===== src/design/sprite_to_x86_code_encoder_assert.svh =====
// Assertion macros shared by the encoder's modules.
// Define ASSERT_OFF to compile them away.
`ifndef SPRITE_TO_X86_CODE_ENCODER_ASSERT_SVH
`define SPRITE_TO_X86_CODE_ENCODER_ASSERT_SVH
`ifndef ASSERT_OFF
`define SPX_ASSERT_IMPL(label, clk, rst_n, ante, cons) \
  label: assert property (@(posedge clk) disable iff (!rst_n) (ante) |-> (cons)) \
    else $error("same-cycle check failed");
`define SPX_ASSERT_NEXT(label, clk, rst_n, ante, cons) \
  label: assert property (@(posedge clk) disable iff (!rst_n) (ante) |=> (cons)) \
    else $error("next-cycle check failed");
`else
`define SPX_ASSERT_IMPL(label, clk, rst_n, ante, cons)
`define SPX_ASSERT_NEXT(label, clk, rst_n, ante, cons)
`endif
`endif


===== src/design/spx86_pkg.sv =====
`timescale 1ns / 1ps
package spx86_pkg;

  localparam int COORD_BITS_DEF  = 10;
  localparam int LENGTH_BITS_DEF = 18;

  // Bound on the bytes one pixel can cause. The real worst case is 9: a disp16
  // word store plus the trailer, or header, byte store and trailer.
  localparam int MAX_RESULTS = 11;
  localparam int BURST_BITS  = 8 * MAX_RESULTS;
  localparam int CNT_W       = 4;

  localparam int CFG_INDEX_W = 3;
  localparam int CFG_DATA_W  = 10;

  localparam logic [CFG_INDEX_W-1:0] CFG_TRANSPARENT   = 3'd0;
  localparam logic [CFG_INDEX_W-1:0] CFG_SPRITE_WIDTH  = 3'd1;
  localparam logic [CFG_INDEX_W-1:0] CFG_SPRITE_HEIGHT = 3'd2;
  localparam logic [CFG_INDEX_W-1:0] CFG_TARGET_WIDTH  = 3'd3;

  // 8086 opcodes and ModRM bytes
  localparam logic [7:0] OP_XCHG_AX_BX = 8'h93;
  localparam logic [7:0] OP_MOV_SREG   = 8'h8E;
  localparam logic [7:0] MODRM_DS_DX   = 8'hDA;
  localparam logic [7:0] OP_RETF       = 8'hCB;
  localparam logic [7:0] TRAILER_PAD   = 8'h00;
  localparam logic [7:0] OP_MOV_B      = 8'hC6;
  localparam logic [7:0] OP_MOV_W      = 8'hC7;
  localparam logic [7:0] MODRM_BX      = 8'h07;
  localparam logic [7:0] MODRM_BX_D8   = 8'h47;
  localparam logic [7:0] MODRM_BX_D16  = 8'h87;
  localparam logic [15:0] DISP8_MAX    = 16'd127;

  typedef struct packed {
    logic [7:0]            transparent_color;
    logic [CFG_DATA_W-1:0] sprite_width;
    logic [CFG_DATA_W-1:0] sprite_height;
    logic [CFG_DATA_W-1:0] target_width;
  } cfg_t;

  typedef struct packed {
    logic [47:0] bytes;
    logic [2:0]  len;
  } store_t;

  typedef struct packed {
    logic [BURST_BITS-1:0] bytes;
    logic [CNT_W-1:0]      count;
    logic                  done;
  } burst_t;

  // One MOV [BX+disp], imm store; first byte in bits 7:0.
  function automatic store_t enc_store(input logic word, input logic [15:0] off,
                                       input logic [15:0] data);
    store_t     s;
    logic [7:0] op;
    op      = word ? OP_MOV_W : OP_MOV_B;
    s.bytes = '0;
    if (off == 16'd0) begin
      s.bytes[31:0] = {data[15:8], data[7:0], MODRM_BX, op};
      s.len         = word ? 3'd4 : 3'd3;
    end else if (off <= DISP8_MAX) begin
      s.bytes[39:0] = {data[15:8], data[7:0], off[7:0], MODRM_BX_D8, op};
      s.len         = word ? 3'd5 : 3'd4;
    end else begin
      s.bytes       = {data[15:8], data[7:0], off[15:8], off[7:0], MODRM_BX_D16, op};
      s.len         = word ? 3'd6 : 3'd5;
    end
    if (!word) begin
      s.bytes[47:40] = 8'h00;
      if (off == 16'd0) s.bytes[31:24] = 8'h00;
      else if (off <= DISP8_MAX) s.bytes[39:32] = 8'h00;
    end
    return s;
  endfunction

endpackage


===== src/design/spx86_cfg.sv =====
`timescale 1ns / 1ps
module spx86_cfg (
  input  logic                                  clk,
  input  logic                                  rst_n,
  input  logic                                  wr_en,
  input  logic [spx86_pkg::CFG_INDEX_W-1:0]     wr_index,
  input  logic [spx86_pkg::CFG_DATA_W-1:0]      wr_data,
  output spx86_pkg::cfg_t                       cfg
);

  spx86_pkg::cfg_t cfg_r;
  spx86_pkg::cfg_t cfg_nxt;

  always_comb begin
    cfg_nxt = cfg_r;
    if (wr_en) begin
      case (wr_index)
        spx86_pkg::CFG_TRANSPARENT:   cfg_nxt.transparent_color = wr_data[7:0];
        spx86_pkg::CFG_SPRITE_WIDTH:  cfg_nxt.sprite_width      = wr_data;
        spx86_pkg::CFG_SPRITE_HEIGHT: cfg_nxt.sprite_height     = wr_data;
        spx86_pkg::CFG_TARGET_WIDTH:  cfg_nxt.target_width      = wr_data;
        default: ;
      endcase
    end
  end

  always_ff @(posedge clk) begin
    if (!rst_n) begin
      cfg_r.transparent_color <= 8'd0;
      cfg_r.sprite_width      <= 10'd16;
      cfg_r.sprite_height     <= 10'd16;
      cfg_r.target_width      <= 10'd320;
    end else begin
      cfg_r <= cfg_nxt;
    end
  end

  assign cfg = cfg_r;

endmodule


===== src/design/spx86_encode.sv =====
`timescale 1ns / 1ps
module spx86_encode #(
  parameter int COORD_BITS  = spx86_pkg::COORD_BITS_DEF,
  parameter int LENGTH_BITS = spx86_pkg::LENGTH_BITS_DEF
) (
  input  logic                   clk,
  input  logic                   rst_n,
  input  logic                   accept,
  input  logic [7:0]             pixel_value,
  input  spx86_pkg::cfg_t        cfg,
  output spx86_pkg::burst_t      burst,
  output logic [LENGTH_BITS-1:0] total
);

  localparam int CNT_W_L = spx86_pkg::CNT_W;

  logic [COORD_BITS-1:0]  col_r, col_nxt;
  logic [COORD_BITS-1:0]  row_r, row_nxt;
  logic [15:0]            row_base_r, row_base_nxt;
  logic                   pend_r, pend_nxt;
  logic [7:0]             held_r, held_nxt;
  logic [LENGTH_BITS-1:0] byte_total_r, byte_total_nxt;

  logic [COORD_BITS-1:0]  last_col, last_row;
  logic                   opaque, row_end, img_end, first;
  logic                   has_store, store_word;
  logic [15:0]            store_off, store_data;
  spx86_pkg::store_t      st;
  logic [2:0]             slen;
  logic [CNT_W_L-1:0]     hlen, tpos, count;
  logic [23:0]            hdr, trl;

  // A size of zero wraps to the full coordinate range.
  assign last_col = COORD_BITS'(cfg.sprite_width) - COORD_BITS'(1);
  assign last_row = COORD_BITS'(cfg.sprite_height) - COORD_BITS'(1);
  assign opaque   = pixel_value != cfg.transparent_color;
  assign row_end  = col_r >= last_col;
  assign img_end  = row_end && (row_r >= last_row);
  assign first    = (col_r == '0) && (row_r == '0);

  always_comb begin
    has_store  = 1'b0;
    store_word = 1'b0;
    store_off  = row_base_r + 16'(col_r) - 16'd1;
    store_data = {8'h00, held_r};
    if (pend_r) begin
      // a waiting pixel is closed by whatever comes next
      has_store = 1'b1;
      if (opaque) begin
        store_word = 1'b1;
        store_data = {pixel_value, held_r};
      end
    end else if (opaque && row_end) begin
      // lone pixel at the end of a row
      has_store  = 1'b1;
      store_off  = row_base_r + 16'(col_r);
      store_data = {8'h00, pixel_value};
    end
  end

  assign st   = spx86_pkg::enc_store(store_word, store_off, store_data);
  assign slen = has_store ? st.len : 3'd0;
  assign hdr  = {spx86_pkg::MODRM_DS_DX, spx86_pkg::OP_MOV_SREG, spx86_pkg::OP_XCHG_AX_BX};
  assign trl  = {spx86_pkg::TRAILER_PAD, spx86_pkg::OP_RETF, spx86_pkg::OP_XCHG_AX_BX};
  assign hlen = first ? CNT_W_L'(3) : CNT_W_L'(0);
  assign tpos = hlen + CNT_W_L'(slen);
  assign count = tpos + (img_end ? CNT_W_L'(3) : CNT_W_L'(0));

  always_comb begin
    burst.bytes = '0;
    if (first) burst.bytes = spx86_pkg::BURST_BITS'(hdr);
    if (has_store) begin
      burst.bytes = burst.bytes | (spx86_pkg::BURST_BITS'(st.bytes) << {hlen, 3'b000});
    end
    if (img_end) begin
      burst.bytes = burst.bytes | (spx86_pkg::BURST_BITS'(trl) << {tpos, 3'b000});
    end
    burst.count = count;
    burst.done  = img_end;
  end

  assign total = byte_total_r + LENGTH_BITS'(count);

  always_comb begin
    pend_nxt       = opaque && !pend_r && !row_end;
    held_nxt       = pixel_value;
    col_nxt        = row_end ? '0 : col_r + COORD_BITS'(1);
    row_nxt        = row_r;
    row_base_nxt   = row_base_r;
    byte_total_nxt = total;
    if (img_end) begin
      row_nxt        = '0;
      row_base_nxt   = '0;
      byte_total_nxt = '0;
      held_nxt       = 8'd0;
    end else if (row_end) begin
      row_nxt      = row_r + COORD_BITS'(1);
      row_base_nxt = row_base_r + 16'(cfg.target_width);
    end
  end

  always_ff @(posedge clk) begin
    if (!rst_n) begin
      col_r        <= '0;
      row_r        <= '0;
      row_base_r   <= '0;
      pend_r       <= 1'b0;
      held_r       <= 8'd0;
      byte_total_r <= '0;
    end else if (accept) begin
      col_r        <= col_nxt;
      row_r        <= row_nxt;
      row_base_r   <= row_base_nxt;
      pend_r       <= pend_nxt;
      held_r       <= held_nxt;
      byte_total_r <= byte_total_nxt;
    end
  end

endmodule


===== src/design/spx86_burst.sv =====
`timescale 1ns / 1ps
`include "sprite_to_x86_code_encoder_assert.svh"
module spx86_burst #(
  parameter int LENGTH_BITS = spx86_pkg::LENGTH_BITS_DEF
) (
  input  logic                   clk,
  input  logic                   rst_n,
  input  logic                   in_valid,
  output logic                   in_stall,
  input  spx86_pkg::burst_t      burst,
  input  logic [LENGTH_BITS-1:0] total,
  output logic                   out_valid,
  input  logic                   out_stall,
  output logic [7:0]             out_code_byte,
  output logic                   out_last_of_run,
  output logic                   out_image_done,
  output logic [LENGTH_BITS-1:0] out_code_length
);

  localparam int CW = spx86_pkg::CNT_W;

  logic [spx86_pkg::BURST_BITS-1:0] buf_r;
  logic [CW-1:0]                    rem_r;
  logic                             done_r;
  logic [LENGTH_BITS-1:0]           len_r;
  logic                             take, last_take, in_acc, load;

  assign out_valid = rem_r != '0;
  assign take      = out_valid && !out_stall;
  assign last_take = take && (rem_r == CW'(1));
  // the next pixel may enter while the final byte of this one leaves
  assign in_stall  = out_valid && !last_take;
  assign in_acc    = in_valid && !in_stall;
  assign load      = in_acc && (burst.count != '0);

  always_ff @(posedge clk) begin
    if (!rst_n) begin
      rem_r <= '0;
    end else if (load) begin
      rem_r <= burst.count;
    end else if (take) begin
      rem_r <= rem_r - CW'(1);
    end
  end

  always_ff @(posedge clk) begin
    if (load) begin
      buf_r  <= burst.bytes;
      done_r <= burst.done;
      len_r  <= total;
    end else if (take) begin
      buf_r <= buf_r >> 8;
    end
  end

  assign out_code_byte   = buf_r[7:0];
  assign out_last_of_run = rem_r == CW'(1);
  assign out_image_done  = out_last_of_run && done_r;
  assign out_code_length = out_image_done ? len_r : '0;

  `SPX_ASSERT_IMPL(a_rem_bound, clk, rst_n, 1'b1, rem_r <= CW'(spx86_pkg::MAX_RESULTS))
  `SPX_ASSERT_IMPL(a_acc_only_on_last, clk, rst_n, in_acc && out_valid, last_take)
  `SPX_ASSERT_NEXT(a_rem_counts_down, clk, rst_n, take && rem_r > CW'(1), rem_r == $past(rem_r) - CW'(1))

endmodule


===== src/design/sprite_to_x86_code_encoder.sv =====
`timescale 1ns / 1ps
// Channel | Handshake           | Payload
// in_     | in_valid / in_stall | in_pixel_value[7:0]
// out_    | out_valid/out_stall | out_code_byte, out_last_of_run, out_image_done,
//         |                     | out_code_length
// cfg_    | cfg_valid/cfg_ready | cfg_index[2:0], cfg_data[9:0]
//
// A pixel is encoded in one pass as it is accepted; its bytes (0 to 9, at most 9
// for a disp16 word store plus trailer) leave through a byte-wide shift buffer,
// one per cycle while out_stall is low.
// The next pixel is taken in the cycle the previous burst's last byte leaves.
// rst_n (synchronous, active low) restores register defaults, starts a fresh image.
// out_stall freezes the current byte and backs up into in_stall; cfg_ready is always high.
module sprite_to_x86_code_encoder #(
  parameter int COORD_BITS  = spx86_pkg::COORD_BITS_DEF,
  parameter int LENGTH_BITS = spx86_pkg::LENGTH_BITS_DEF
) (
  input  logic                              clk,
  input  logic                              rst_n,
  input  logic                              in_valid,
  output logic                              in_stall,
  input  logic [7:0]                        in_pixel_value,
  output logic                              out_valid,
  input  logic                              out_stall,
  output logic [7:0]                        out_code_byte,
  output logic                              out_last_of_run,
  output logic                              out_image_done,
  output logic [LENGTH_BITS-1:0]            out_code_length,
  input  logic                              cfg_valid,
  output logic                              cfg_ready,
  input  logic [spx86_pkg::CFG_INDEX_W-1:0] cfg_index,
  input  logic [spx86_pkg::CFG_DATA_W-1:0]  cfg_data
);

  spx86_pkg::cfg_t        cfg;
  spx86_pkg::burst_t      burst;
  logic [LENGTH_BITS-1:0] total;
  logic                   in_acc;

  assign cfg_ready = 1'b1;
  assign in_acc    = in_valid && !in_stall;

  // configuration registers; a write applies to the next pixel encoded
  spx86_cfg u_cfg (
    .clk      (clk),
    .rst_n    (rst_n),
    .wr_en    (cfg_valid && cfg_ready),
    .wr_index (cfg_index),
    .wr_data  (cfg_data),
    .cfg      (cfg)
  );

  // raster position, pairing state and the per-pixel byte burst
  spx86_encode #(
    .COORD_BITS  (COORD_BITS),
    .LENGTH_BITS (LENGTH_BITS)
  ) u_encode (
    .clk         (clk),
    .rst_n       (rst_n),
    .accept      (in_acc),
    .pixel_value (in_pixel_value),
    .cfg         (cfg),
    .burst       (burst),
    .total       (total)
  );

  // holds one burst and plays it out a byte at a time
  spx86_burst #(
    .LENGTH_BITS (LENGTH_BITS)
  ) u_burst (
    .clk             (clk),
    .rst_n           (rst_n),
    .in_valid        (in_valid),
    .in_stall        (in_stall),
    .burst           (burst),
    .total           (total),
    .out_valid       (out_valid),
    .out_stall       (out_stall),
    .out_code_byte   (out_code_byte),
    .out_last_of_run (out_last_of_run),
    .out_image_done  (out_image_done),
    .out_code_length (out_code_length)
  );

endmodule


===== config.mk =====
export PLATFORM = sky130hd
export DESIGN_NAME = sprite_to_x86_code_encoder
export DESIGN_NICKNAME = d
export VERILOG_FILES = /design/src/design/spx86_pkg.sv /design/src/design/spx86_cfg.sv /design/src/design/spx86_encode.sv /design/src/design/spx86_burst.sv /design/src/design/sprite_to_x86_code_encoder.sv
export VERILOG_INCLUDE_DIRS = /design/src /design/src/design
export SDC_FILE = /design/constraint.sdc
export NUM_CORES = 1
export LEC_CHECK = 0
export BUFFER_PORTS_ARGS = -buffer_cell sky130_fd_sc_hd__buf_2
export CAP_MARGIN = 20
export CORE_ASPECT_RATIO = 0.6
export CORE_MARGIN = 3
export CORE_UTILIZATION = 54
export DETAILED_ROUTE_END_ITERATION = 12
export PLACE_DENSITY = 0.76
export SYNTH_ARGS = -nofsm -noshare
export SYNTH_HDL_FRONTEND = slang
export SYNTH_SLANG_ARGS = --single-unit

===== constraint.sdc =====
create_clock -name clk -period 18.55 [get_ports clk]
set_clock_uncertainty 0.15 [all_clocks]
set_input_delay 0.9275 -clock clk [delete_from_list [all_inputs] [get_ports clk]]
set_output_delay 0.9275 -clock clk [all_outputs]
set_load 0.02 [all_outputs]

[Word level (Yosys, flattened, before mapping)]
Index checks and enable logic that the tools add are counted.
Word-level totals
  register bits: 212
  output and inout port bits: 31
Operators by class
  $add $sub $neg: 11
  bitwise gates (word level): 2
  magnitude comparators: 3
  reduce and logical (&&, ||, !) cells: 29
  equality and inequality tests: 5
  shift operators: 2
  muxes and demuxes: 39
Operators with widths (number)
  two-way mux 88 bit: 4
  two-way mux 16 bit: 7
  OR 24 x 88 -> 88 bit: 1
  OR 88 bit: 1
  << shifter 16 x 7 -> 88 bit (first input constant): 1
  << shifter 48 x 7 -> 88 bit: 1
  two-way mux 24 bit: 2
  two-way mux 8 bit: 6
  two-way mux 43 bit: 1
  two-way mux 18 bit: 2
  two-way mux 35 bit: 1
  adder 16 x 10 -> 16 bit: 2
  two-way mux 10 bit: 3
  adder 10 x 1 -> 10 bit (second input constant): 2
  greater-or-equal comparator 10 bit: 2
  zero test 10 bit: 2
  subtractor 10 x 1 -> 10 bit (second input constant): 2
  adder 18 x 4 -> 18 bit: 1
  less-or-equal comparator 16 x 7 -> 1 bit (second input constant): 1
  zero test 16 bit: 1
  subtractor 16 x 1 -> 16 bit (second input constant): 1
  logical AND 1 bit: 11
  AND reduction 2 bit: 5
  two-way mux 4 bit: 2
  14 further kinds: 29

[Depth between registers and ports, before layout]
Gate-level depths: netlist of run 1.
  depth after elaboration: 17
  gate-level depth with buffers: 37
  mapped depth without buffers: 35

[By module]
Synthesis of run 1 repeated with hierarchy kept, for this count alone.
Unflattened totals
  cells, all modules: 1636
  area, all modules: 13938.4 µm²
Modules (own cells, without submodules)
  spx86_encode: seq. area each 1261.2 µm², cells each 1050, instances 1, area each 7688.6 µm²
  spx86_burst: seq. area each 3293.2 µm², cells each 440, instances 1, area each 4772.1 µm²
  spx86_cfg: seq. area each 760.7 µm², cells each 143, instances 1, area each 1452.6 µm²
  sprite_to_x86_code_encoder: seq. area each 0.0 µm², cells each 3, instances 1, area each 25.0 µm²

[Worst setup path before layout of run 1]
OpenSTA, ideal clock, no wires.
  path type: register -> register
  start: register u_cfg.cfg_r (netlist bit u_cfg.cfg[22])
  end: register u_burst.buf_r[0] in the netlist's numbering, enable pin
  arrival time: 8.809 ns
  slack: 9.149 ns
  clock period less this slack: 9.401 ns
  cell stages (with the launch flop): 31
  cells stage by stage: dfxtp_1 > or4_1 > nor3_1 > nand2_1 > xor2_1 > ha_1 > a21oi_1 > o21ai_0 > o311ai_1 > nand3_1 > or3_4 > a2111oi_4 > and4b_1 > clkbuf_1 > clkbuf_1 > a21oi_1 > o21a_1 > ha_1 > inv_1 > fa_1 > inv_1 > ha_1 > a21o_1 > xor2_1 > nand2_1 > nor3_1 > o31ai_2 > nand3_2 > nor2_2 > buf_2 > or2_1
On the way
  cells in the longest elaborated chain, start to end: 14
  elaborated cells between the ends (all ways): 19
  classes of those cells: 3 x add/sub; 2 x order compare; 8 x mux; 6 x reduce/logical
RTL lines
  from (decl): RTL line spx86_cfg.sv:11  | spx86_pkg::cfg_t cfg_r;
  from (signal assigned): RTL line spx86_cfg.sv:34  | cfg_r <= cfg_nxt;
  subtractor 10 x 1 -> 10 bit *: RTL line spx86_encode.sv:34  | assign last_col = COORD_BITS'(cfg.sprite_width) - COORD_BITS'(1);
  greater-or-equal comparator 10 bit *: RTL line spx86_encode.sv:37  | assign row_end = col_r >= last_col;
  logical AND 1 bit: RTL line spx86_encode.sv:53  | end else if (opaque && row_end) begin
  two-way mux 16 bit: RTL line spx86_encode.sv:53
  two-way mux 16 bit: RTL line spx86_encode.sv:46  | if (pend_r) begin
  less-or-equal comparator 16 x 7 -> 1 bit: RTL line spx86_pkg.sv:62  | end else if (off <= DISP8_MAX) begin
  two-way mux 43 bit: RTL line spx86_pkg.sv:62
  two-way mux 35 bit: RTL line spx86_pkg.sv:59  | if (off == 16'd0) begin
  two-way mux 3 bit: RTL line spx86_encode.sv:62  | assign slen = has_store ? st.len : 3'd0;
  adder 4 x 3 -> 4 bit: RTL line spx86_encode.sv:66  | assign tpos = hlen + CNT_W_L'(slen);
  adder 4 bit *: RTL line spx86_encode.sv:67  | assign count = tpos + (img_end ? CNT_W_L'(3) : CNT_W_L'(0));
  nonzero test 4 bit *: RTL line spx86_burst.sv:34  | assign load = in_acc && (burst.count != '0);
  logical AND 1 bit *: RTL line spx86_burst.sv:34
  nonzero test 2 bit (no line) *
  to (signal assigned): RTL line spx86_burst.sv:48  | buf_r <= burst.bytes;
  to (signal assigned): RTL line spx86_burst.sv:52  | buf_r <= buf_r >> 8;
  to (decl): RTL line spx86_burst.sv:22  | logic [spx86_pkg::BURST_BITS-1:0] buf_r;
Mark *: on every way between the ends. The rest lies on a longest branch, timed or not.
A chain may end at the register's enable or synchronous reset.

[Worst setup path after layout of run 1]
  start: register u_cfg.cfg_r (netlist bit u_cfg.cfg[22])
  end: register u_burst.buf_r[0] in the netlist's numbering (data pin)
On the way
  cells in the longest elaborated chain, start to end: 17
  elaborated cells between the ends (all ways): 33
  classes of those cells: 3 x add/sub; 2 x order compare; 2 x shift; 19 x mux; 2 x bitwise; 5 x reduce/logical
RTL lines
  subtractor 10 x 1 -> 10 bit *: RTL line spx86_encode.sv:34
  greater-or-equal comparator 10 bit *: RTL line spx86_encode.sv:37
  logical AND 1 bit: RTL line spx86_encode.sv:53
  two-way mux 16 bit: RTL line spx86_encode.sv:53
  two-way mux 16 bit: RTL line spx86_encode.sv:46
  less-or-equal comparator 16 x 7 -> 1 bit: RTL line spx86_pkg.sv:62, spx86_pkg.sv:72
  two-way mux 43 bit: RTL line spx86_pkg.sv:62
  two-way mux 16 bit: RTL line spx86_pkg.sv:59
  two-way mux 8 bit: RTL line spx86_pkg.sv:72  | else if (off <= DISP8_MAX) s.bytes[39:32] = 8'h00;
  two-way mux 8 bit: RTL line spx86_pkg.sv:71  | if (off == 16'd0) s.bytes[31:24] = 8'h00;
  two-way mux 24 bit: RTL line spx86_pkg.sv:69  | if (!word) begin
  << shifter 48 x 7 -> 88 bit: RTL line spx86_encode.sv:73  | burst.bytes = burst.bytes | (spx86_pkg::BURST_BITS'(st.bytes) << {hlen, 3'b000});
  OR 24 x 88 -> 88 bit: RTL line spx86_encode.sv:73
  two-way mux 88 bit: RTL line spx86_encode.sv:72  | if (has_store) begin
  OR 88 bit: RTL line spx86_encode.sv:76  | burst.bytes = burst.bytes | (spx86_pkg::BURST_BITS'(trl) << {tpos, 3'b000});
  two-way mux 88 bit: RTL line spx86_encode.sv:75  | if (img_end) begin
  two-way mux 88 bit *: RTL line spx86_burst.sv:47  | if (load) begin
Marked as above.

==> results.txt, run 1 <==
----------------------------------------------------
[Critical path]
  Most frequent cell on the critical path ... sky130_fd_sc_hd__ha_1
  Required time of the worst setup path ... 18.65 ns
  Element type at the critical path start ... flop
  Worst Path Class, Setup ... reg -> reg
  Crit path max fanout ... 84
  Slowest cell on the critical path ... sky130_fd_sc_hd__nor2_4
  Critical Path AT ... 10.71 ns
  Category of the worst setup path capture point ... flop
  Register-to-register path setup slack ... 7.94 ns
  Number of buffer and inverter stages on the critical path ... 4
  Slowest cell delay on critical path ... 0.96 ns
  Cell family contributing the most delay on the critical path ... simple AND/OR/NAND/NOR gates

[Logic synthesis]
  Fraction of registers with async set or reset after synthesis ... 0
  Number of enable-type register cells in the synthesized netlist ... 97
  Synthesized netlist net count ... 1,522
  Post-synth design cell area ... 12,600 um^2
  Count of distinct cell types in the synthesized netlist ... 86
  Warning count from the yosys run ... 0
  Post-synthesis average cell area ... 8.82 um^2
  Cell count after synthesis ... 1,428
  Number of storage elements in the synthesis netlist ... 202
  Sequential element share of the synthesized area ... 0.398
  Dominant synthesized flop cell ... sky130_fd_sc_hd__dfxtp_1

[Floorplanning]
  Core region area ... 22,500 um^2
  Overall die area ... 25,200 um^2
  Starting utilization of the core area ... 0.560
  Die outline width ... 203 um
  Number of top-level design ports ... 57
  Vert. Die Dim ... 124 um
  Row count ... 42

[Global route]
  Overall Global Routing Usage ... 0.269
  Total gr overflow ... 0
  Pin count of the biggest net entering global routing ... 85
  Global-route wire length before repair ... 55.0 mm
  Number of antenna violations at the first check in global routing ... 0
  Number of global-route vias before repair ... 9,953

[STA]
  Max-slew violation count ... 0
  Hold violation count in the final report ... 0
  Summed negative setup slack over all endpoints ... 0 ns
  Worst hold slack across all endpoints ... 0.326 ns
  Crit share post-route ... 0.572
  Tightest slew margin relative to the limit ... 0.216
  Number of failing setup endpoints in the final timing report ... 0
  RSZ-0062 raised after global routing ... no
  Minimum clock period ... 10.61 ns
  Worst Tran Pin Value ... 1.17 ns
  Achievable Freq ... 0.0942 GHz

[Status]
  Outcome ... finished, final reports clean

[Final layout]
  # diodes ... 0
  Commonest cells after routing, fill and taps aside ... sky130_fd_sc_hd__nand2_1, sky130_fd_sc_hd__dfxtp_1, sky130_fd_sc_hd__edfxtp_1, sky130_fd_sc_hd__nor2_1, sky130_fd_sc_hd__a21oi_1
  Sequential cell area in the final layout ... 5010 um^2
  Area Growth Syn to Fin ... 7.83%
  Total of fill cells in the finished design ... 1,967
  Commonest non-fill, non-tap cell in the layout ... sky130_fd_sc_hd__nand2_1
  Layout cell share with drive strength beyond 1 ... 0.0844
  Number of nets at the end of the flow ... 1,525
  Final Core Density ... 0.604
  Final Instance Area ... 13,600 um^2
  Combined area of the multi-input logic cells ... 7030 um^2
  Final std cells w/o fill ... 1,753

[Clock network]
  Root buffer cell ... sky130_fd_sc_hd__clkbuf_16
  CTS HTree Levels ... 1
  CTS tree ... built
  Sink Count ... 202
  Setup bufs post-CTS ... 0
  Number of gates resized after cts ... 0
  Latest clock arrival within the worst-skew pair ... 0.50 ns
  Clock slew at reported path FFs ... 0.07 ns
  Hold buffers post-CTS ... 0
  Maximum count of clock buffers along a single path ... 3
  Cts bufs inserted ... 20

[Placed design]
  Number of port buffers ... 55
  Routability-driven placement congestion ratio ... 1.00
  Number of placed instances, taps included ... 1,716
  Placed wire-length estimate after detailed placement ... 25.0 mm
  Placed Instance Area ... 13,000 um^2

[Routing]
  Initial detailed-routing violation count ... 1,159
  Final routed wirelength across all metal layers ... 34.4 mm
  Routed len/inst ... 19.6 um
  Remaining DRCs ... 0
  Number of routed nets with antenna violations ... 0
  Vias per cell ... 6.07
  Detailed-route via count ... 10.6k
  First-pass iteration count of the detailed router ... 5

[Power]
  Static power due to leakage ... 5.31 nW
  Power density normalized to cell area ... 138 nW/um^2
  Worst-case vdd ir drop ... 0.0935 mV

[Flow run]
  Max Cap Violations ... 0

[Min path]
  Kind of path behind the tightest hold check ... reg -> reg

----------------------------------------------------
## kinds of logic after synthesis
family	share of synthesized area
muxes	0.0105
xor gates and xnor gates	0.0668
and+or+nand+nor	0.213
other	0.000298
buffers and inverters	0.0455
DFF	0.398
AOI/OAI and AO/OA	0.194
adders and majority gates	0.0706
## per-stage QoR
stage	setup WS [ns]	power, mW
5_1_grt	7.27	1.97
2_1_floorplan	9.15	1.26
3_3_place_gp	8.42	1.45
6_report	7.94	1.87
4_1_cts	8.17	1.85
3_5_place_dp	8.20	1.46
## Yosys cell counts (37+ instances only)
master                     instances  area (um^2)
sky130_fd_sc_hd__nand2_1         224          841
sky130_fd_sc_hd__dfxtp_1         105         2100
sky130_fd_sc_hd__edfxtp_1         97         2910
sky130_fd_sc_hd__nor2_1           93          349
sky130_fd_sc_hd__a21oi_1          74          370
sky130_fd_sc_hd__o21ai_0          66          330
sky130_fd_sc_hd__a21boi_0         65          488
sky130_fd_sc_hd__ha_1             63          788
sky130_fd_sc_hd__clkbuf_1         59          221
sky130_fd_sc_hd__xor2_1           59          517
sky130_fd_sc_hd__inv_1            47          176
sky130_fd_sc_hd__nand3_1          44          220
sky130_fd_sc_hd__and2_1           38          238
sky130_fd_sc_hd__xnor2_1          37          324
## area by class of cell
cell class              count  share of cell area
repair buffers             66              0.0266
well taps                 308              0.0284
clock inverters             8             0.00378
clock buffers              28              0.0406
inverters                  48              0.0133
flip-flops and latches    202               0.369
multi-input cells        1093               0.518
## flip-flops by register name (all words and copies together) (netlist names)
register               flops
u_encode.held_r            8
u_encode.row_base_r       16
u_cfg.cfg                 38
u_burst.done_r             1
u_encode.byte_total_r     18
u_burst.rem_r              4
u_burst.buf_r             78
u_burst.len_r             18
u_encode.row_r            10
u_encode.col_r            10
u_encode.pend_r            1
## where the power goes
part,leakage [nW],switching [mW],total (mW),internal [mW]
clock,0.290,0.177,0.385,0.208
sequential,1.80,0.0504,0.719,0.669
combinational,3.23,0.525,0.769,0.244
## routing by layer
layer	up-vias	track usage	wire length, um
met3	50	0.0875	4040
met2	495	0.363	13100
li1	5106	-	-
met4	0	0.0408	605
met1	4996	0.422	16600
met5	-	0	0
## worst min-delay path: cells and delay by family (launching register included)
family          cells  cell delay, ns
compound gates      1            0.06
simple gates        1            0.05
flops               1            0.31
## path summary, 6_finish.rpt
path,start,to,depth (start not counted)
min,u_encode.byte_total_r[3],u_encode.byte_total_r[3],2
max,u_cfg.cfg[22],u_burst.buf_r[0],30
min reg2reg,u_encode.byte_total_r[3],u_encode.byte_total_r[3],2
max reg2reg,u_cfg.cfg[22],u_burst.buf_r[0],30
Power figures use the tool's default switching activity.
==> run 2, diff against run 1 <==
Settings changed: PLACE_DENSITY 0.76 to 0.79.
Clock period 18.55 ns to 8.8 ns, I/O delays scaled along.
==> results.txt, run 2 (same netlist as run 1, synthesis figures left out) <==
----------------------------------------------------
[Status]
  Outcome ... finished, final reports clean (unchanged)

[Clock network]
  Cts bufs inserted ... 21 (was 20)
  Sink Count ... 202 (unchanged)
  Clock slew at reported path FFs ... 0.07 ns (about the same)
  CTS HTree Levels ... 1 (unchanged)
  Latest clock arrival within the worst-skew pair ... 0.51 ns (was 0.50 ns)
  Maximum count of clock buffers along a single path ... 3 (unchanged)
  Root buffer cell ... sky130_fd_sc_hd__clkbuf_16 (unchanged)
  CTS tree ... built (unchanged)

[STA]
  Max-slew violation count ... 0 (unchanged)
  Hold violation count in the final report ... 0 (unchanged)
  Number of failing setup endpoints in the final timing report ... 0 (unchanged)
  Crit share post-route ... 0.955 (was 0.572)
  Least setup slack across all paths after layout ... 0.400 ns (was 7.94 ns)
  Achievable Freq ... 0.119 GHz (was 0.0942 GHz)
  Minimum clock period ... 8.40 ns (was 10.61 ns)
  Tightest slew margin relative to the limit ... 0.182 (was 0.216)
  Worst Tran Pin Value ... 1.22 ns (was 1.17 ns)

[Global route]
  Met1 usage ... 0.409 (was 0.422)
  Number of global-route vias before repair ... 9,784 (was 9,953)
  Number of antenna violations at the first check in global routing ... 0 (unchanged)
  Overall Global Routing Usage ... 0.260 (was 0.269)
  Global-route wire length before repair ... 53.6 mm (was 55.0 mm)
  Total gr overflow ... 0 (unchanged)
  Pin count of the biggest net entering global routing ... 79 (was 85)
  Fraction of met2 tracks used by global routing ... 0.344 (was 0.363)
  Global-route met3 utilization ... 0.0828 (was 0.0875)
  Gr busiest metal ... met1 (unchanged)

[Final layout]
  Number of flip-flops under the largest register name ... 78 (unchanged)
  Total of fill cells in the finished design ... 1,922 (was 1,967)
  Commonest cells after routing, fill and taps aside ... sky130_fd_sc_hd__nand2_1, sky130_fd_sc_hd__dfxtp_1, sky130_fd_sc_hd__edfxtp_1, sky130_fd_sc_hd__nor2_1, sky130_fd_sc_hd__a21oi_1 (unchanged)
  Final Instance Area ... 13,900 um^2 (was 13,600 um^2)
  # diodes ... 0 (unchanged)
  Number of nets at the end of the flow ... 1,545 (was 1,525)
  Commonest non-fill, non-tap cell in the layout ... sky130_fd_sc_hd__nand2_1 (unchanged)
  Area Growth Syn to Fin ... 10.5% (was 7.83%)
  Layout cell share with drive strength beyond 1 ... 0.119 (was 0.0844)
  Most flops, register ... u_burst.buf_r (unchanged)

[Power]
  Relative contribution of the clock network to total power ... 0.222 (was 0.206)
  Worst-case vdd ir drop ... 0.148 mV (was 0.0935 mV)
  Static power due to leakage ... 5.50 nW (was 5.31 nW)
  Seq pwr share ... 0.365 (was 0.384)
  Power share of the combinational group ... 0.413 (was 0.411)
  Net switching power of the design ... 1.61 mW (was 0.752 mW)
  Cell internal pwr ... 2.49 mW (was 1.12 mW)
  Net switching fraction of the power ... 0.393 (was 0.401)
  Power density normalized to cell area ... 295 nW/um^2 (was 138 nW/um^2)

[Floorplanning]
  Overall die area ... 25,200 um^2 (unchanged)
  Vert. Die Dim ... 124 um (unchanged)
  Die outline width ... 203 um (unchanged)
  Core region area ... 22,500 um^2 (unchanged)
  Starting utilization of the core area ... 0.560 (unchanged)
  Row count ... 42 (unchanged)
  Number of top-level design ports ... 57 (unchanged)

[Critical path]
  Number of cell instances on the worst register-to-register path ... 34 (was 30)
  Most frequent cell on the critical path ... sky130_fd_sc_hd__ha_1 (unchanged)
  Crit path max fanout ... 10 (was 84)
  Element type at the critical path start ... flop (unchanged)
  Critical Path AT ... 8.68 ns (was 10.71 ns)
  Register-to-register path setup slack ... 0.40 ns (was 7.94 ns)
  Required time of the worst setup path ... 9.08 ns (was 18.65 ns)
  Critical path launch point ... u_cfg.cfg[22] (unchanged)
  Reg2Reg Launch Point ... u_cfg.cfg[22] (unchanged)
  CP Capture Point ... u_encode.byte_total_r[17] (was u_burst.buf_r[0])
  Category of the worst setup path capture point ... flop (unchanged)
  Slowest cell delay on critical path ... 0.60 ns (was 0.96 ns)
  Worst Path Class, Setup ... reg -> reg (unchanged)
  Slowest cell on the critical path ... sky130_fd_sc_hd__fa_2 (was sky130_fd_sc_hd__nor2_4)
  Worst reg2reg endpoint ... u_encode.byte_total_r[17] (was u_burst.buf_r[0])

[Flow run]
  Max Cap Violations ... 0 (unchanged)

[Placed design]
  Number of port buffers ... 55 (unchanged)
  Placed wire-length estimate after detailed placement ... 24.6 mm (was 25.0 mm)
  Placed Instance Area ... 13,100 um^2 (was 13,000 um^2)
  Worst setup timing slack at the placement stage ... 0.0640 ns (was 8.20 ns)
  Routability-driven placement congestion ratio ... 1.00 (about the same)

[Routing]
  Vias per cell ... 6.18 (was 6.07)
  Number of routed nets with antenna violations ... 0 (unchanged)
  Detailed-route via count ... 11.0k (was 10.6k)
  First-pass iteration count of the detailed router ... 6 (was 5)
  Remaining DRCs ... 0 (unchanged)
  Routed len/inst ... 19.1 um (was 19.6 um)
  Final routed wirelength across all metal layers ... 33.9 mm (was 34.4 mm)
  Initial detailed-routing violation count ... 1,606 (was 1,159)

[Min path]
  Min-Delay Startpoint ... cfg_data[8] (was u_encode.byte_total_r[3])
  Kind of path behind the tightest hold check ... in -> reg (was reg -> reg)

----------------------------------------------------
## run 2: cell type report
class | instances | area [um^2] | share of cell area
inverters | 48 | 180 | 0.0130
flip-flops and latches | 202 | 5020 | 0.361
multi-input cells | 1093 | 7130 | 0.513
clock buffers | 26 | 564 | 0.0406
clock inverters | 12 | 124 | 0.00891
repair buffers | 85 | 504 | 0.0363
well taps | 308 | 385 | 0.0277
## run 2: how the worst min path moves through the flow
stage                                to  slack [ns]  cells past startpoint
5_1_grt                    u_cfg.cfg[8]        0.04                      3
4_1_cts                    u_cfg.cfg[8]        0.02                      3
6_report                   u_cfg.cfg[8]        0.04                      3
2_1_floorplan  u_encode.byte_total_r[0]        0.30                      2
3_5_place_dp               u_cfg.cfg[7]        0.32                      2
3_3_place_gp   u_encode.byte_total_r[0]        0.31                      2
## run 2: power groups by stage
stage | logic (mW) | registers, mW | clock network, mW
after detailed placement | 1.61 | 1.51 | 0
after global placement | 1.57 | 1.50 | 0
after CTS | 1.62 | 1.49 | 0.919
after global routing | 1.83 | 1.52 | 0.958
after floorplan | 1.17 | 1.49 | 0
final | 1.69 | 1.50 | 0.908
## run 2: metrics by stage
stage / utilization / hold WS, ns / total power [mW] / instances / setup TNS (ns)
3_3_place_gp: 0.582 / 0.306 / 3.08 / 1732 / 0
6_report: 0.618 / 0.0407 / 4.10 / 1774 / 0
5_1_grt: 0.618 / 0.0441 / 4.31 / 1774 / -0.0606
2_1_floorplan: - / 0.295 / 2.65 / 1428 / 0
3_5_place_dp: 0.582 / 0.316 / 3.12 / 1732 / 0
4_1_cts: 0.612 / 0.0243 / 4.03 / 1770 / 0
## run 2: worst max-delay path: cells and delay by family (launching register included)
family                     cells  cell delay (ns)
DFF                            1             0.36
adders and majority gates      6             2.14
xor gates and xnor gates       2             0.29
and+or+nand+nor               16             3.39
AOI/OAI and AO/OA              7             1.72
buffers and inverters          3             0.28
## run 2: routing by layer
metal  vias to the layer above  share of wire
met2                       578           0.39
met3                        80           0.13
met1                      5156           0.45
met4                         0          0.025
met5                         -              0
li1                       5149              -
## run 2: what timing repair did
item                                    CTS  global route
hold buffers                              0             0
pin swaps                                 0             7
setup buffers                             0             4
endpoints found under the setup margin    1           106
resized for setup                         1            28
